`config.mk`:
```
export PLATFORM = sky130hd
export DESIGN_NAME = telemetry_frame_builder
export DESIGN_NICKNAME = d
export VERILOG_FILES = /design/src/tfb_pkg.sv /design/src/tfb_ctrl.sv /design/src/tfb_dp.sv /design/src/telemetry_frame_builder.sv
export VERILOG_INCLUDE_DIRS = /design/src /design/src/src
export SDC_FILE = /design/constraint.sdc
export NUM_CORES = 1
export LEC_CHECK = 0
export ABC_AREA = 1
export BUFFER_PORTS_ARGS = -buffer_cell sky130_fd_sc_hd__buf_2
export CAP_MARGIN = 20
export CORE_MARGIN = 4
export CORE_UTILIZATION = 57
export DETAILED_ROUTE_END_ITERATION = 10
export PLACE_DENSITY = 0.86
export SLEW_MARGIN = 20
export SYNTH_ARGS = -nofsm -noshare
export SYNTH_HDL_FRONTEND = slang
export SYNTH_SLANG_ARGS = --single-unit
```
`constraint.sdc`:
```
create_clock -name clk -period 8.85 [get_ports clk]
set_clock_uncertainty 0.15 [all_clocks]
set_input_delay 0 -clock clk [delete_from_list [all_inputs] [get_ports clk]]
set_output_delay 0 -clock clk [all_outputs]
set_load 0.1 [all_outputs]
```
`src/telemetry_frame_builder_defines.svh`:
```
// ----------------------------------------------------------------------------
// Telemetry frame builder assertion macros
// Shared macros for the concurrent checks in the controller and datapath.
// ----------------------------------------------------------------------------
`ifndef TELEMETRY_FRAME_BUILDER_DEFINES_SVH
`define TELEMETRY_FRAME_BUILDER_DEFINES_SVH

`ifndef SYNTH
// Same-cycle implication, disabled while reset is asserted.
`define TFB_ASSERT_NOW(lbl, ante, cons, msg) \
  lbl: assert property (@(posedge clk) disable iff (!rst_n) (ante) |-> (cons)) \
    else $error(msg);
// Next-cycle implication, disabled while reset is asserted.
`define TFB_ASSERT_NEXT(lbl, ante, cons, msg) \
  lbl: assert property (@(posedge clk) disable iff (!rst_n) (ante) |=> (cons)) \
    else $error(msg);
`else
`define TFB_ASSERT_NOW(lbl, ante, cons, msg)
`define TFB_ASSERT_NEXT(lbl, ante, cons, msg)
`endif

`endif

```
`src/tfb_pkg.sv`:
```
// ----------------------------------------------------------------------------
// Telemetry frame builder package
// Payload types, frame constants and controller/datapath interface types.
// ----------------------------------------------------------------------------
package tfb_pkg;

  // Frame kind codes carried in the operation field.
  localparam logic [1:0] OP_CUSTOM = 2'd0;
  localparam logic [1:0] OP_SENSOR = 2'd1;
  localparam logic [1:0] OP_ANGLE  = 2'd2;
  localparam logic [1:0] OP_NONE   = 2'd3;

  // Header bytes and kind codes on the wire.
  localparam logic [7:0] FRAME_HEAD0 = 8'hAA;
  localparam logic [7:0] FRAME_HEAD1 = 8'hFF;
  localparam logic [7:0] CODE_CUSTOM = 8'hF1;
  localparam logic [7:0] CODE_SENSOR = 8'h01;
  localparam logic [7:0] CODE_ANGLE  = 8'h03;

  // Angle values are scaled by this factor and wrapped to 16 bits.
  localparam logic [15:0] ANGLE_SCALE = 16'd100;

  // Byte position within a frame; the longest frame has 19 bytes.
  localparam int unsigned FRAME_MAX = 19;
  localparam int unsigned IDX_W     = $clog2(FRAME_MAX);

  // Header is four bytes, checksum two; payload starts at this position.
  localparam logic [IDX_W-1:0] PAYLOAD_START = IDX_W'(4);
  localparam logic [IDX_W-1:0] FRAME_OVERHEAD = IDX_W'(6);

  // Input transaction payload.
  typedef struct packed {
    logic [1:0]         operation;
    logic signed [15:0] value_a;
    logic signed [15:0] value_b;
    logic signed [15:0] value_c;
    logic signed [15:0] value_d;
    logic signed [15:0] value_e;
    logic signed [15:0] value_f;
    logic [7:0]         status_byte;
  } in_t;

  // Output transaction payload.
  typedef struct packed {
    logic [7:0] frame_byte;
    logic       end_of_frame;
  } out_t;

  // Controller states, one-hot.
  typedef enum logic [1:0] {
    ST_IDLE = 2'b01,
    ST_EMIT = 2'b10
  } state_t;

  // Commands from controller to datapath.
  typedef struct packed {
    logic ld;    // capture a new request and clear the checksums
    logic step;  // load the next frame byte into the output register
  } cmd_t;

  // Status from datapath to controller.
  typedef struct packed {
    logic last;  // the current byte position is the final checksum byte
  } sts_t;

  // Total frame length in bytes for each kind.
  function automatic logic [IDX_W-1:0] frame_len_f(input logic [1:0] op);
    logic [IDX_W-1:0] len;
    case (op)
      OP_CUSTOM: len = IDX_W'(18);
      OP_SENSOR: len = IDX_W'(19);
      OP_ANGLE:  len = IDX_W'(13);
      default:   len = IDX_W'(FRAME_MAX);
    endcase
    return len;
  endfunction

  // Kind code byte for each kind.
  function automatic logic [7:0] kind_code_f(input logic [1:0] op);
    logic [7:0] code;
    case (op)
      OP_CUSTOM: code = CODE_CUSTOM;
      OP_SENSOR: code = CODE_SENSOR;
      OP_ANGLE:  code = CODE_ANGLE;
      default:   code = CODE_CUSTOM;
    endcase
    return code;
  endfunction

endpackage

```
`src/tfb_ctrl.sv`:
```
// ----------------------------------------------------------------------------
// Telemetry frame builder controller
// Sequences request capture and byte emission, and owns the output valid.
// ----------------------------------------------------------------------------
`include "telemetry_frame_builder_defines.svh"

module tfb_ctrl
  import tfb_pkg::*;
(
  input  logic       clk,
  input  logic       rst_n,
  input  logic       in_valid,
  input  logic [1:0] in_op,
  output logic       in_ready,
  output logic       out_valid,
  input  logic       out_ready,
  input  sts_t       sts,
  output cmd_t       cmd
);

  state_t state_r, state_nxt;
  logic   out_valid_r, out_valid_nxt;
  logic   slot_free;
  logic   accept;
  logic   step;

  // The output register can take a byte when it is empty or being drained.
  assign slot_free = !out_valid_r || out_ready;
  assign step      = (state_r == ST_EMIT) && slot_free;

  // A new request is taken when idle, or in the cycle the last byte moves out.
  assign in_ready = (state_r == ST_IDLE) || (step && sts.last);
  assign accept   = in_valid && in_ready;

  assign cmd.ld   = accept;
  assign cmd.step = step;

  assign out_valid = out_valid_r;

  // Next-state logic; an unused kind code is taken and dropped.
  always_comb begin
    state_nxt = state_r;
    case (state_r)
      ST_IDLE: begin
        if (accept && (in_op != OP_NONE)) begin
          state_nxt = ST_EMIT;
        end
      end
      ST_EMIT: begin
        if (step && sts.last) begin
          state_nxt = (accept && (in_op != OP_NONE)) ? ST_EMIT : ST_IDLE;
        end
      end
      default: state_nxt = ST_IDLE;
    endcase
  end

  // Output valid follows loads and drains of the output register.
  always_comb begin
    out_valid_nxt = out_valid_r;
    if (step) begin
      out_valid_nxt = 1'b1;
    end else if (out_ready) begin
      out_valid_nxt = 1'b0;
    end
  end

  always_ff @(posedge clk) begin
    if (!rst_n) begin
      state_r     <= ST_IDLE;
      out_valid_r <= 1'b0;
    end else begin
      state_r     <= state_nxt;
      out_valid_r <= out_valid_nxt;
    end
  end

  // A stepped byte is presented in the following cycle.
  `TFB_ASSERT_NEXT(a_step_gives_valid, step, out_valid_r, "stepped byte not presented")
  // A request with the unused kind code produces no frame.
  `TFB_ASSERT_NEXT(a_drop_unused, accept && (in_op == OP_NONE), state_r == ST_IDLE, "unused kind started a frame")
  // After the final byte, the controller is ready again unless a new frame began.
  `TFB_ASSERT_NEXT(a_last_frees, step && sts.last && !accept, in_ready, "not ready after frame end")

endmodule

```
`src/tfb_dp.sv`:
```
// ----------------------------------------------------------------------------
// Telemetry frame builder datapath
// Holds the request, selects each frame byte and keeps the running checksums.
// ----------------------------------------------------------------------------
`include "telemetry_frame_builder_defines.svh"

module tfb_dp
  import tfb_pkg::*;
(
  input  logic clk,
  input  logic rst_n,
  input  in_t  in_data,
  input  cmd_t cmd,
  output sts_t sts,
  output out_t out_data
);

  in_t              req_r;
  logic [IDX_W-1:0] idx_r, idx_nxt;
  logic [7:0]       sum_r, sum_nxt;
  logic [7:0]       acc_r, acc_nxt;
  out_t             out_r;

  logic [IDX_W-1:0] frame_len;
  logic [IDX_W-1:0] word_off;
  logic [2:0]       word_idx;
  logic [15:0]      word_raw;
  logic [31:0]      word_prod;
  logic [15:0]      word_val;
  logic [7:0]       byte_sel;
  logic             in_body;

  assign frame_len = frame_len_f(req_r.operation);
  assign sts.last  = (idx_r == frame_len - IDX_W'(1));
  assign out_data  = out_r;

  // Payload word chosen by byte position; two bytes per word.
  assign word_off = idx_r - PAYLOAD_START;
  assign word_idx = word_off[3:1];

  always_comb begin
    case (word_idx)
      3'd0:    word_raw = req_r.value_a;
      3'd1:    word_raw = req_r.value_b;
      3'd2:    word_raw = req_r.value_c;
      3'd3:    word_raw = req_r.value_d;
      3'd4:    word_raw = req_r.value_e;
      3'd5:    word_raw = req_r.value_f;
      default: word_raw = 16'd0;
    endcase
  end

  // Angle frames scale each value and keep the low 16 bits of the product.
  assign word_prod = {16'd0, word_raw} * {16'd0, ANGLE_SCALE};
  assign word_val  = (req_r.operation == OP_ANGLE) ? word_prod[15:0] : word_raw;

  // Byte selection by position within the frame.
  always_comb begin
    if (idx_r == IDX_W'(0)) begin
      byte_sel = FRAME_HEAD0;
    end else if (idx_r == IDX_W'(1)) begin
      byte_sel = FRAME_HEAD1;
    end else if (idx_r == IDX_W'(2)) begin
      byte_sel = kind_code_f(req_r.operation);
    end else if (idx_r == IDX_W'(3)) begin
      byte_sel = 8'(frame_len - FRAME_OVERHEAD);
    end else if (idx_r == frame_len - IDX_W'(1)) begin
      byte_sel = acc_r;
    end else if (idx_r == frame_len - IDX_W'(2)) begin
      byte_sel = sum_r;
    end else if ((req_r.operation != OP_CUSTOM) && (idx_r == frame_len - IDX_W'(3))) begin
      byte_sel = req_r.status_byte;
    end else begin
      byte_sel = word_off[0] ? word_val[15:8] : word_val[7:0];
    end
  end

  // Header, payload and status bytes feed the checksums; the checksum bytes do not.
  assign in_body = (idx_r < frame_len - IDX_W'(2));

  always_comb begin
    idx_nxt = idx_r;
    sum_nxt = sum_r;
    acc_nxt = acc_r;
    if (cmd.ld) begin
      idx_nxt = '0;
      sum_nxt = 8'd0;
      acc_nxt = 8'd0;
    end else if (cmd.step) begin
      idx_nxt = idx_r + IDX_W'(1);
      if (in_body) begin
        sum_nxt = sum_r + byte_sel;
        acc_nxt = acc_r + sum_nxt;
      end
    end
  end

  // Position counter is control state and is reset.
  always_ff @(posedge clk) begin
    if (!rst_n) begin
      idx_r <= '0;
    end else begin
      idx_r <= idx_nxt;
    end
  end

  // Request, checksum and output registers.
  always_ff @(posedge clk) begin
    sum_r <= sum_nxt;
    acc_r <= acc_nxt;
    if (cmd.ld) begin
      req_r <= in_data;
    end
    if (cmd.step) begin
      out_r.frame_byte   <= byte_sel;
      out_r.end_of_frame <= sts.last;
    end
  end

  // A new request always restarts at the first header byte.
  `TFB_ASSERT_NEXT(a_ld_restart, cmd.ld, idx_r == '0, "position not cleared on load")
  // Stepping never runs past the end of the frame.
  `TFB_ASSERT_NOW(a_step_in_frame, cmd.step, idx_r < frame_len, "byte position beyond frame")
  // The frame end flag goes out together with the accumulated checksum byte.
  `TFB_ASSERT_NEXT(a_eof_is_acc, cmd.step && sts.last && !cmd.ld, out_r.frame_byte == $past(acc_r), "end of frame byte is not the second checksum")

endmodule

```
`src/telemetry_frame_builder.sv`:
```
// An accepted request is registered; its first byte then loads into the output register.
// Throughput: one byte per cycle unless the output stalls; frames are 13, 18 or 19 bytes,
// and the next request is taken as the last byte of a frame is loaded.
// Output backpressure stalls the sequencer; a request with the unused kind code is dropped.
// Reset: rst_n is synchronous and active low and returns the block to idle with no output.
// ----------------------------------------------------------------------------
// Telemetry frame builder
// Turns each frame request into a byte stream with header, payload and checksums.
// ----------------------------------------------------------------------------
module telemetry_frame_builder
  import tfb_pkg::*;
(
  input  logic clk,
  input  logic rst_n,
  input  logic in_valid,
  output logic in_ready,
  input  in_t  in_data,
  output logic out_valid,
  input  logic out_ready,
  output out_t out_data
);

  cmd_t cmd;
  sts_t sts;

  // Controller: request handshake, byte sequencing and output valid.
  tfb_ctrl u_ctrl (
    .clk       (clk),
    .rst_n     (rst_n),
    .in_valid  (in_valid),
    .in_op     (in_data.operation),
    .in_ready  (in_ready),
    .out_valid (out_valid),
    .out_ready (out_ready),
    .sts       (sts),
    .cmd       (cmd)
  );

  // Datapath: request storage, byte selection and checksums.
  tfb_dp u_dp (
    .clk      (clk),
    .rst_n    (rst_n),
    .in_data  (in_data),
    .cmd      (cmd),
    .sts      (sts),
    .out_data (out_data)
  );

endmodule
```
After elaboration in Yosys (flattened, before gate mapping)
Cells that the tools add are included.

Bits in registers: 139. Output and inout bits: 11. Logic and storage cells: 78.

Add/sub/neg operators: 8. Multipliers: 1. Order comparisons: 1. Equality and inequality tests: 18. Mux-type cells: 18. Bitwise logic cells: 1. Reduce and logical (&&, ||, !) cells: 16.

Operators by type and width (count): $pmux 16 s6 (1); $mux 8 (8); $add 8x8->8 (2); $mul 16x5->14 const B (1); $mux 16 (1); $pmux 8 s2 (1); $eq 5x5->1 (3); $eq 5x2->1 const B (2); $pmux 5 s2 (1); $sub 5x2->5 const B (2); $eq 3x2->1 const B (2); $eq 3x3->1 const B (2); $mux 2 (3); $ne 2x2->1 const B (3); $sub 5x3->6 const B (1); $add 5x1->5 const B (1); $eq 5x1->1 const B (1); $logic_and 1x1->1 (5); $logic_not 5->1 (1); $lt 5x5->1 (1); $sub 5x1->5 const B (1); $eq 2x1->1 const B (2); $eq 2x2->1 const B (2); $pmux 2 s2 (1); other kinds (11) (15).

Logic depth before layout (Yosys ltp)
Gate-level depths: netlist (run 1).

Depth after elaboration: 15. Gate-level depth with buffers: 51.

Hierarchy
Synthesis (run 1) repeated with hierarchy kept, for this count alone.

Cell total of the unflattened synthesis: 759. Area total of the unflattened synthesis: 7613.6 µm².

By module, submodules not included: tfb_dp (instances 1, cells an instance 726, area an instance 7378.3 µm²); tfb_ctrl (instances 1, cells an instance 33, area an instance 235.2 µm²).

Worst setup path after synthesis (run 1)
OpenSTA, ideal clock, no wires.

Path type: register to register. From: register u_dp.idx_r[2]. To: register u_dp.acc_r[7]. Setup time: 0.064 ns. Arrival time: 6.499 ns. Required time: 8.636 ns. Setup slack: 2.137 ns. Stages on the path, launching flop included: 43. Path buffers: 1. Clock period less this slack: 6.713 ns. Path through: dfxtp_1 -> inv_2 -> ha_1 -> inv_2 -> nand3_1 -> inv_2 -> clkbuf_1 -> a22oi_1 -> a31oi_1 -> ha_1 -> ha_1 -> fa_1 -> ha_1 -> nand2_1 -> inv_1 -> o21ai_0 -> nand2_1 -> nand2_1 -> [... 7 more ...] -> a21oi_1 -> ha_1 -> a21oi_1 -> nand2_1 -> xor2_1 -> inv_1 -> ha_1 -> a21oi_1 -> nor2_1 -> o21ai_0 -> nand2_1 -> a21oi_1 -> inv_1 -> nand3_1 -> nand2_1 -> nand3_1 -> nand2_1 -> nor2_1.

Cells in the longest elaborated chain, start to end: 15. Elaborated cells between the ends (all ways): 33.

RTL lines: start, declared (line tfb_dp.sv:19) `logic [IDX_W-1:0] idx_r, idx_nxt;`; start signal, assigned (line tfb_dp.sv:103) `idx_r <= idx_nxt;`; $sub 4x3->4 (line tfb_dp.sv:38) `assign word_off = idx_r - PAYLOAD_START;`; $eq 3x3->1, or another cell as far along (line tfb_dp.sv:42) `case (word_idx)`; $pmux 16 s6 (line tfb_dp.sv:42); $mul 16x5->14 (line tfb_dp.sv:54) `assign word_prod = {16'd0, word_raw} * {16'd0, ANGLE_SCALE};`; $mux 16 (line tfb_dp.sv:55) `assign word_val = (req_r.operation == OP_ANGLE) ? word_prod[15:0] : word_raw;`; $mux 8 (line tfb_dp.sv:74) `byte_sel = word_off[0] ? word_val[15:8] : word_val[7:0];`; $mux 8 (line tfb_dp.sv:71) `end else if ((req_r.operation != OP_CUSTOM) && (idx_r == frame_len - IDX_W'(3))) begin`; $mux 8 (line tfb_dp.sv:69) `end else if (idx_r == frame_len - IDX_W'(2)) begin`; $mux 8 (line tfb_dp.sv:67) `end else if (idx_r == frame_len - IDX_W'(1)) begin`; $mux 8 (line tfb_dp.sv:65) `end else if (idx_r == IDX_W'(3)) begin`; $mux 8 (line tfb_dp.sv:63) `end else if (idx_r == IDX_W'(2)) begin`; $mux 8 (line tfb_dp.sv:61) `end else if (idx_r == IDX_W'(1)) begin`; $mux 8 (*) (line tfb_dp.sv:59) `if (idx_r == IDX_W'(0)) begin`; named net u_dp.byte_sel[2] (line tfb_dp.sv:30) `logic [7:0] byte_sel;`; $add 8x8->8 (*) (line tfb_dp.sv:92) `sum_nxt = sum_r + byte_sel;`; $add 8x8->8 (*) (line tfb_dp.sv:93) `acc_nxt = acc_r + sum_nxt;`; end signal, assigned (line tfb_dp.sv:110) `acc_r <= acc_nxt;`; end, declared (line tfb_dp.sv:21) `logic [7:0] acc_r, acc_nxt;`.

Mark *: on every way through the listed nets, which the timed path passes. The rest lies on a longest branch. A chain may end at the register's enable or synchronous reset.

Worst setup path after layout (run 1)
From: register u_dp.idx_r[3]. To: register u_dp.acc_r[7].

Same word-level chain as after synthesis.

==> results_dict.tcl, run 1 <==
set metrics [dict create \
    run_status "finished clean" \
    synth-async-reset-ratio_pct 0 \
    post-synth-top-area-fraction_pct 45.4 \
    ys.warnings.count 0 \
    via_count_of_the_first_global_routing_pass 7059 \
    critPathArrivalTime_ns 8.32 \
    floorplan.core_area_um2 12800 \
    die_h_um 124 \
    netlist.top_cell.by_area "sky130_fd_sc_hd__edfxtp_1" \
    grt_use_total_pct 31.7 \
    insertedDiodeCount 0 \
    avgSynthCellArea_um2 9.81 \
    final_wtd_congestion 0.932 \
    antenna_found_initial 0 \
    number_of_flops_mapped_to_enable_cells_by_yosys 115 \
    seq_area_frac_synth_pct 51.7 \
    worstSetupPathType "reg -> reg" \
    setup_tns_ns 0 \
    summed_instance_area_of_the_synthesized_netlist_um2 7600 \
    synth_top_flop_cell "sky130_fd_sc_hd__edfxtp_1" \
    ratio_of_cells_with_drive_above_1_in_the_final_layout_pct 17.0 \
    grt-ovfl-total 0 \
    first_pass_grt_wire_length_um 35700 \
    start_util_pct 59.3 \
    required_ns 9.07 \
    power_frac_seq_pct 44.9 \
    powerDensity_nw_per_um2 207 \
    p_sw_share_pct 32.9 \
    cts_repair_resize_count 0 \
    die_area_um2 15300 \
    vdd_drop_max_mv 0.175 \
    ys_ff_latch 139 \
    cell_with_the_most_instances_after_synthesis "sky130_fd_sc_hd__nand2_1" \
    switching_power_mw 0.680 \
    cell_count_after_synthesis 775 \
    max_cap_viol_count 0 \
    power.combinational.fraction_pct 22.4 \
    number_of_routed_nets_with_antenna_violations 0 \
    htreeDepth 4 \
    slowest_stage "sky130_fd_sc_hd__ha_1" \
    startpoint_type "flip-flop" \
    tightest_slew_ns 0.951 \
    netlist_top_cells_area "sky130_fd_sc_hd__edfxtp_1 (45%), sky130_fd_sc_hd__ha_1 (9.7%), sky130_fd_sc_hd__nand2_1 (6.4%), sky130_fd_sc_hd__dfxtp_1 (6.3%), sky130_fd_sc_hd__inv_1 (5.8%)" \
    dr_total_vias 6784 \
    routed_via_density 5.69 \
    routed_wirelength_um 22900 \
    critical-path-top-cell-by-count "sky130_fd_sc_hd__nand2_1" \
    clk_latency_ns 0.44 \
    num-fill-cells 739 \
    final_period_minus_worst_setup_slack_ns 8.10 \
    cts.clk_slew.worst_paths_ns 0.06 \
    clock.fmax_ghz 0.123 \
    cts.root.buffer_cell "sky130_fd_sc_hd__clkbuf_16" \
    layout.nets 1186 \
    dr.first_iter.drc_count 702 \
    whs_ns 0.122 \
    maximum_fanout_count_along_the_critical_path 12 \
    hold_viol 0 \
    internal-power_mw 1.38 \
    dieWidth_um 124 \
    cts_made_buffers 17 \
    setup_repair_after_global_routing_missed_its_margin "false" \
    timing.slew.headroom_pct 36.6 \
    average_wire_per_cell_in_the_routed_design_um 19.2 \
    power_frac_clock_pct 32.7 \
    num_io_pins 121 \
    cts-root-to-sink-buffers 2 \
    place_hpwl_um 12700 \
    port-buffer-count 120 \
    power_leakage_nw 4.51 \
    cp-end-kind "flip-flop" \
    final_max_slew_viol_count 0 \
    syn_nets 954 \
    ys_top_cells_by_count "sky130_fd_sc_hd__nand2_1 (129), sky130_fd_sc_hd__inv_1 (118), sky130_fd_sc_hd__edfxtp_1 (115)" \
    post-route-drc-count 0 \
    yosysUniqueCellTypes 43 \
    clock-sinks 139 \
    grt_start_max_net_pins 75 \
    timing.final.setup_violations 0 \
    timing.hold.worst.class "in -> reg" \
    area_delta_synth_final_pct 31.2 \
    first_pass_drt_iterations 5 \
    final.period_utilization_pct 91.5 \
    rows 41 \
    crit_path_largest_cell_delay_ns 0.57 \
    tritoncts "built" \
]
[area by class of cell]
| type | instances | area (um2) | share of cell area [%] |
|---|---|---|---|
| sequential | 139 | 3930 | 39.4 |
| clock inverter | 15 | 111 | 1.12 |
| multi-input combinational | 491 | 3110 | 31.2 |
| timing repair buffer | 231 | 1700 | 17.1 |
| tap | 172 | 215 | 2.16 |
| clock buffer | 17 | 425 | 4.26 |
| inverter | 127 | 479 | 4.80 |
[metrics by stage]
| stage | instance area (um2) | setup slack, ns | util [%] | std cells | power (mW) |
|---|---|---|---|---|---|
| finish | 9980 | 0.748 | 77.8 | 1192 | 2.06 |
| global route | 9980 | 0.0759 | 77.8 | 1192 | 2.15 |
| CTS | 9980 | 0.911 | 77.8 | 1192 | 2.01 |
| detailed placement | 8360 | 1.06 | 65.2 | 1052 | 1.33 |
| global placement | 8360 | 1.28 | 65.2 | 1052 | 1.31 |
| floorplan | 7600 | 2.14 | - | 775 | 1.22 |
[flip-flops by register name, indices dropped and copies added, names as in the netlist]
| register | cells |
|---|---|
| u_dp.acc_r | 8 |
| u_dp.req_r | 106 |
| u_dp.out_data | 9 |
| u_ctrl.out_valid | 1 |
| u_dp.idx_r | 5 |
| u_dp.sum_r | 8 |
| u_ctrl.state_r | 2 |
[metal layers]
| metal | vias to the layer above | wire, um | track usage, % |
|---|---|---|---|
| met3 | 97 | 1720 | 6.91 |
| met1 | 3136 | 8130 | 34.0 |
| met4 | 0 | 1530 | 21.9 |
| li1 | 3142 | - | - |
| met2 | 409 | 11600 | 55.3 |
| met5 | - | 0 | 0 |
[worst paths after layout]
path	start	cells after the start	slack (ns)	end
max	u_dp.idx_r[3]	44	0.75	u_dp.acc_r[7]
min	in_data[3]	2	0.12	u_dp.req_r[3]
max reg2reg	u_dp.idx_r[3]	44	0.75	u_dp.acc_r[7]
min reg2reg	u_ctrl.out_valid	2	0.36	u_ctrl.out_valid
[power groups by stage]
stage	Clock (mW)	Combinational (mW)	Sequential, mW
final	0.676	0.462	0.927
after global routing	0.707	0.511	0.933
after CTS	0.654	0.445	0.915
after detailed placement	0	0.403	0.926
after global placement	0	0.392	0.922
after floorplan	0	0.293	0.932
[kinds of logic after synthesis]
group           Yosys count  share of synthesized area [%]
fa+ha+maj                69                           12.3
flops                   139                           51.7
simple gates            253                           14.6
buf+inv                 145                           7.39
compound gates          152                           12.0
xor+xnor                 17                           1.96
[worst max-delay path, delay by kind of cell, from the launching register on]
kind | cells | cell delay, ns
AO/OA/AOI/OAI | 13 | 2.31
flip-flops | 1 | 0.46
XOR/XNOR | 1 | 0.26
buffers and inverters | 6 | 0.51
AND/OR/NAND/NOR | 17 | 1.77
adder cells (fa/ha/maj) | 7 | 2.56
[timing repair]
action,in CTS,in global routing
hold buffers,108,0
buffers inserted,0,0
hold endpoints to repair,114,0
[cells in the final DEF (no fill, tap or decap), types with 11 or more instances in the layout]
cell                            synthesis  routed
sky130_fd_sc_hd__xor2_1                13      13
sky130_fd_sc_hd__nand2_1              129     129
sky130_fd_sc_hd__nand3_1               38      38
sky130_fd_sc_hd__a21oi_1               50      50
sky130_fd_sc_hd__nor2_1                56      56
sky130_fd_sc_hd__a22oi_1               17      17
sky130_fd_sc_hd__inv_1                118     117
sky130_fd_sc_hd__clkbuf_16              0      17
sky130_fd_sc_hd__edfxtp_1             115     115
sky130_fd_sc_hd__ha_1                  59      59
sky130_fd_sc_hd__dlygate4sd3_1          0     108
sky130_fd_sc_hd__o21ai_0               44      44
sky130_fd_sc_hd__buf_2                  5     120
sky130_fd_sc_hd__dfxtp_1               24      24
sky130_fd_sc_hd__nand4_1               11      11
No activity file was read; power rests on OpenSTA's default activity.
==> run 2: changes to the inputs <==
Settings changed: CORE_UTILIZATION 57 to 60, PLACE_DENSITY 0.86 to 0.9.
Clock period 8.85 ns to 10 ns, I/O delays scaled along.
==> run 2 against run 1 <==
Maximum frequency fell by 11%. Clock power increased by 2%. Critical endpoint unchanged. Combinational power shrank 9.7%. Power shrank 6.5%. Largest cell class unchanged.
==> results_dict.tcl, run 2 (synthesized netlist as in run 1, its figures left out) <==
set metrics [dict create \
    run_status "finished clean" \
    clk_latency_ns 0.45 \
    cts.root.buffer_cell "sky130_fd_sc_hd__clkbuf_16" \
    largest_register_ffs 106 \
    largest_register "u_dp.req_r" \
    area_delta_synth_final_pct 32.1 \
    place_hpwl_um 13400 \
    routed_wirelength_um 25000 \
    grt_use_total_pct 36.0 \
    slowest_stage "sky130_fd_sc_hd__nor3_2" \
    ratio_of_cells_with_drive_above_1_in_the_final_layout_pct 16.8 \
    layout.nets 1184 \
    num-fill-cells 670 \
    final_max_slew_viol_count 0 \
    critical_path.reg2reg.startpoint "u_dp.idx_r[2]" \
    worstSetupStartpoint "u_dp.idx_r[2]" \
    die_area_um2 14500 \
    routed_via_density 5.99 \
    leading_cell_type_in_the_layout_fill_and_taps_excluded "sky130_fd_sc_hd__nand2_1" \
    start_util_pct 62.3 \
    worstSetupPathType "reg -> reg" \
    critical-path-top-cell-by-count "sky130_fd_sc_hd__nand2_1" \
    maximum_fanout_count_along_the_critical_path 17 \
    critical_path.endpoint "u_dp.acc_r[7]" \
    reg2regPathDepth 45 \
    max_cap_viol_count 0 \
    setup.reg_to_reg.worst_slack_ns 0.88 \
    final.period_utilization_pct 91.2 \
    post-route-drc-count 0 \
    crit_buf_inv 7 \
    vdd_drop_max_mv 0.165 \
    die_h_um 121 \
    number_of_routed_nets_with_antenna_violations 0 \
    timing.hold.worst.class "in -> reg" \
    critPathArrivalTime_ns 9.34 \
    path_depth 45 \
    first_pass_drt_iterations 7 \
    grt_start_max_net_pins 63 \
    dr_total_vias 7102 \
    required_ns 10.23 \
    grt-ovfl-total 0 \
    cts-root-to-sink-buffers 2 \
    clock-sinks 139 \
    timing.final.setup_violations 0 \
    first_pass_grt_wire_length_um 39200 \
    via_count_of_the_first_global_routing_pass 7390 \
    floorplan.core_area_um2 12200 \
    power_leakage_nw 4.53 \
    cts.clk_slew.worst_paths_ns 0.06 \
    setup_tns_ns 0 \
    hold_viol 0 \
    final_wtd_congestion 0.966 \
    powerDensity_nw_per_um2 192 \
    startpoint_type "flip-flop" \
    tritoncts "built" \
    most_frequent_cells_in_the_layout "sky130_fd_sc_hd__nand2_1 (129), sky130_fd_sc_hd__buf_2 (120), sky130_fd_sc_hd__inv_1 (117), sky130_fd_sc_hd__edfxtp_1 (115), sky130_fd_sc_hd__dlygate4sd3_1 (108)" \
    average_wire_per_cell_in_the_routed_design_um 21.1 \
    clock.fmax_ghz 0.110 \
    cts_made_buffers 17 \
    dr.first_iter.drc_count 924 \
    port-buffer-count 120 \
    worst_r2r_endpoint "u_dp.acc_r[7]" \
    htreeDepth 4 \
    number_of_post_cts_setup_repair_buffers 0 \
    tightest_slew_ns 1.09 \
    whs_ns 0.0723 \
    rows 40 \
    timing.slew.headroom_pct 26.7 \
    dieWidth_um 121 \
    cp-end-kind "flip-flop" \
    antenna_found_initial 2 \
    crit_path_largest_cell_delay_ns 0.84 \
    final_period_minus_worst_setup_slack_ns 9.12 \
    num_io_pins 121 \
    setup_repair_after_global_routing_missed_its_margin "false" \
    timing.critical_path.max_delay_family "adder cells" \
]
run 2: cell count changes in the layout (fill, tap and decap cells not counted), sizes merged:
| cell | previous run | this run |
|---|---|---|
| diode | 0 | 2 |
| inv | 132 | 129 |
| clkinv | 9 | 6 |
| buf | 123 | 121 |
| bufinv | 0 | 4 |
run 2: routing by layer:
layer  routed length [um]  global-route usage [%]  vias to the layer above  share of wire (%)
met5                    0                       0                        -                  0
met4                 2270                    27.9                        0                9.1
met2                12300                    61.9                      557                 49
met1                 8150                    37.4                     3266                 33
li1                     -                       -                     3131                  -
met3                 2300                    9.12                      148                9.2
run 2: power breakdown:
group	internal, mW	switching [mW]	total (mW)
clock network	0.418	0.271	0.689
registers	0.765	0.0580	0.823
logic	0.140	0.277	0.417
run 2: final cells by class:
type	count	area, um2	area share, %
Tap cell	168	210	2.09
Clock buffer	17	425	4.24
Multi-Input combinational cell	491	3110	31.0
Timing Repair Buffer	229	1690	16.8
Inverter	127	479	4.77
Sequential cell	139	3930	39.2
Antenna cell	2	5.00	0.0498
Clock inverter	13	193	1.92
run 2: worst register-to-register path, delay by kind of cell, from the launching register on:
kind | cells | cell delay (ns)
buffers and inverters | 7 | 0.72
and+or+nand+nor | 18 | 2.20
DFF | 1 | 0.74
adders and majority gates | 7 | 2.72
xor gates and xnor gates | 1 | 0.21
AOI/OAI and AO/OA | 12 | 2.32
run 2: per-stage QoR:
stage	cell area [um2]	instances	power [mW]	worst slack [ns]	utilization [%]
5_1_grt	10000	1186	1.99	0.0734	82.3
4_1_cts	10000	1184	1.88	1.22	82.2
3_5_place_dp	8340	1046	1.18	1.35	68.3
3_3_place_gp	8340	1046	1.16	1.69	68.3
6_report	10000	1186	1.93	0.881	82.3
2_1_floorplan	7600	775	1.08	3.29	-
run 2: timing repair:
item / CTS / global route
hold endpoints to repair: 114 / 0
resized for setup: 0 / 0
hold buffers: 108 / 0
run 2: how the worst min path moves through the flow:
stage	from	endpoint	slack, ns	cells after the start
after global placement	in_data[17]	u_dp.req_r[17]	0.03	1
after CTS	in_valid	u_dp.acc_r[7]	0.07	4
final	in_valid	u_dp.acc_r[7]	0.07	4
after floorplan	in_data[0]	u_dp.req_r[0]	-0.05	0
after detailed placement	in_data[82]	u_dp.req_r[82]	0.03	1
after global routing	in_data[21]	u_dp.req_r[21]	0.12	2
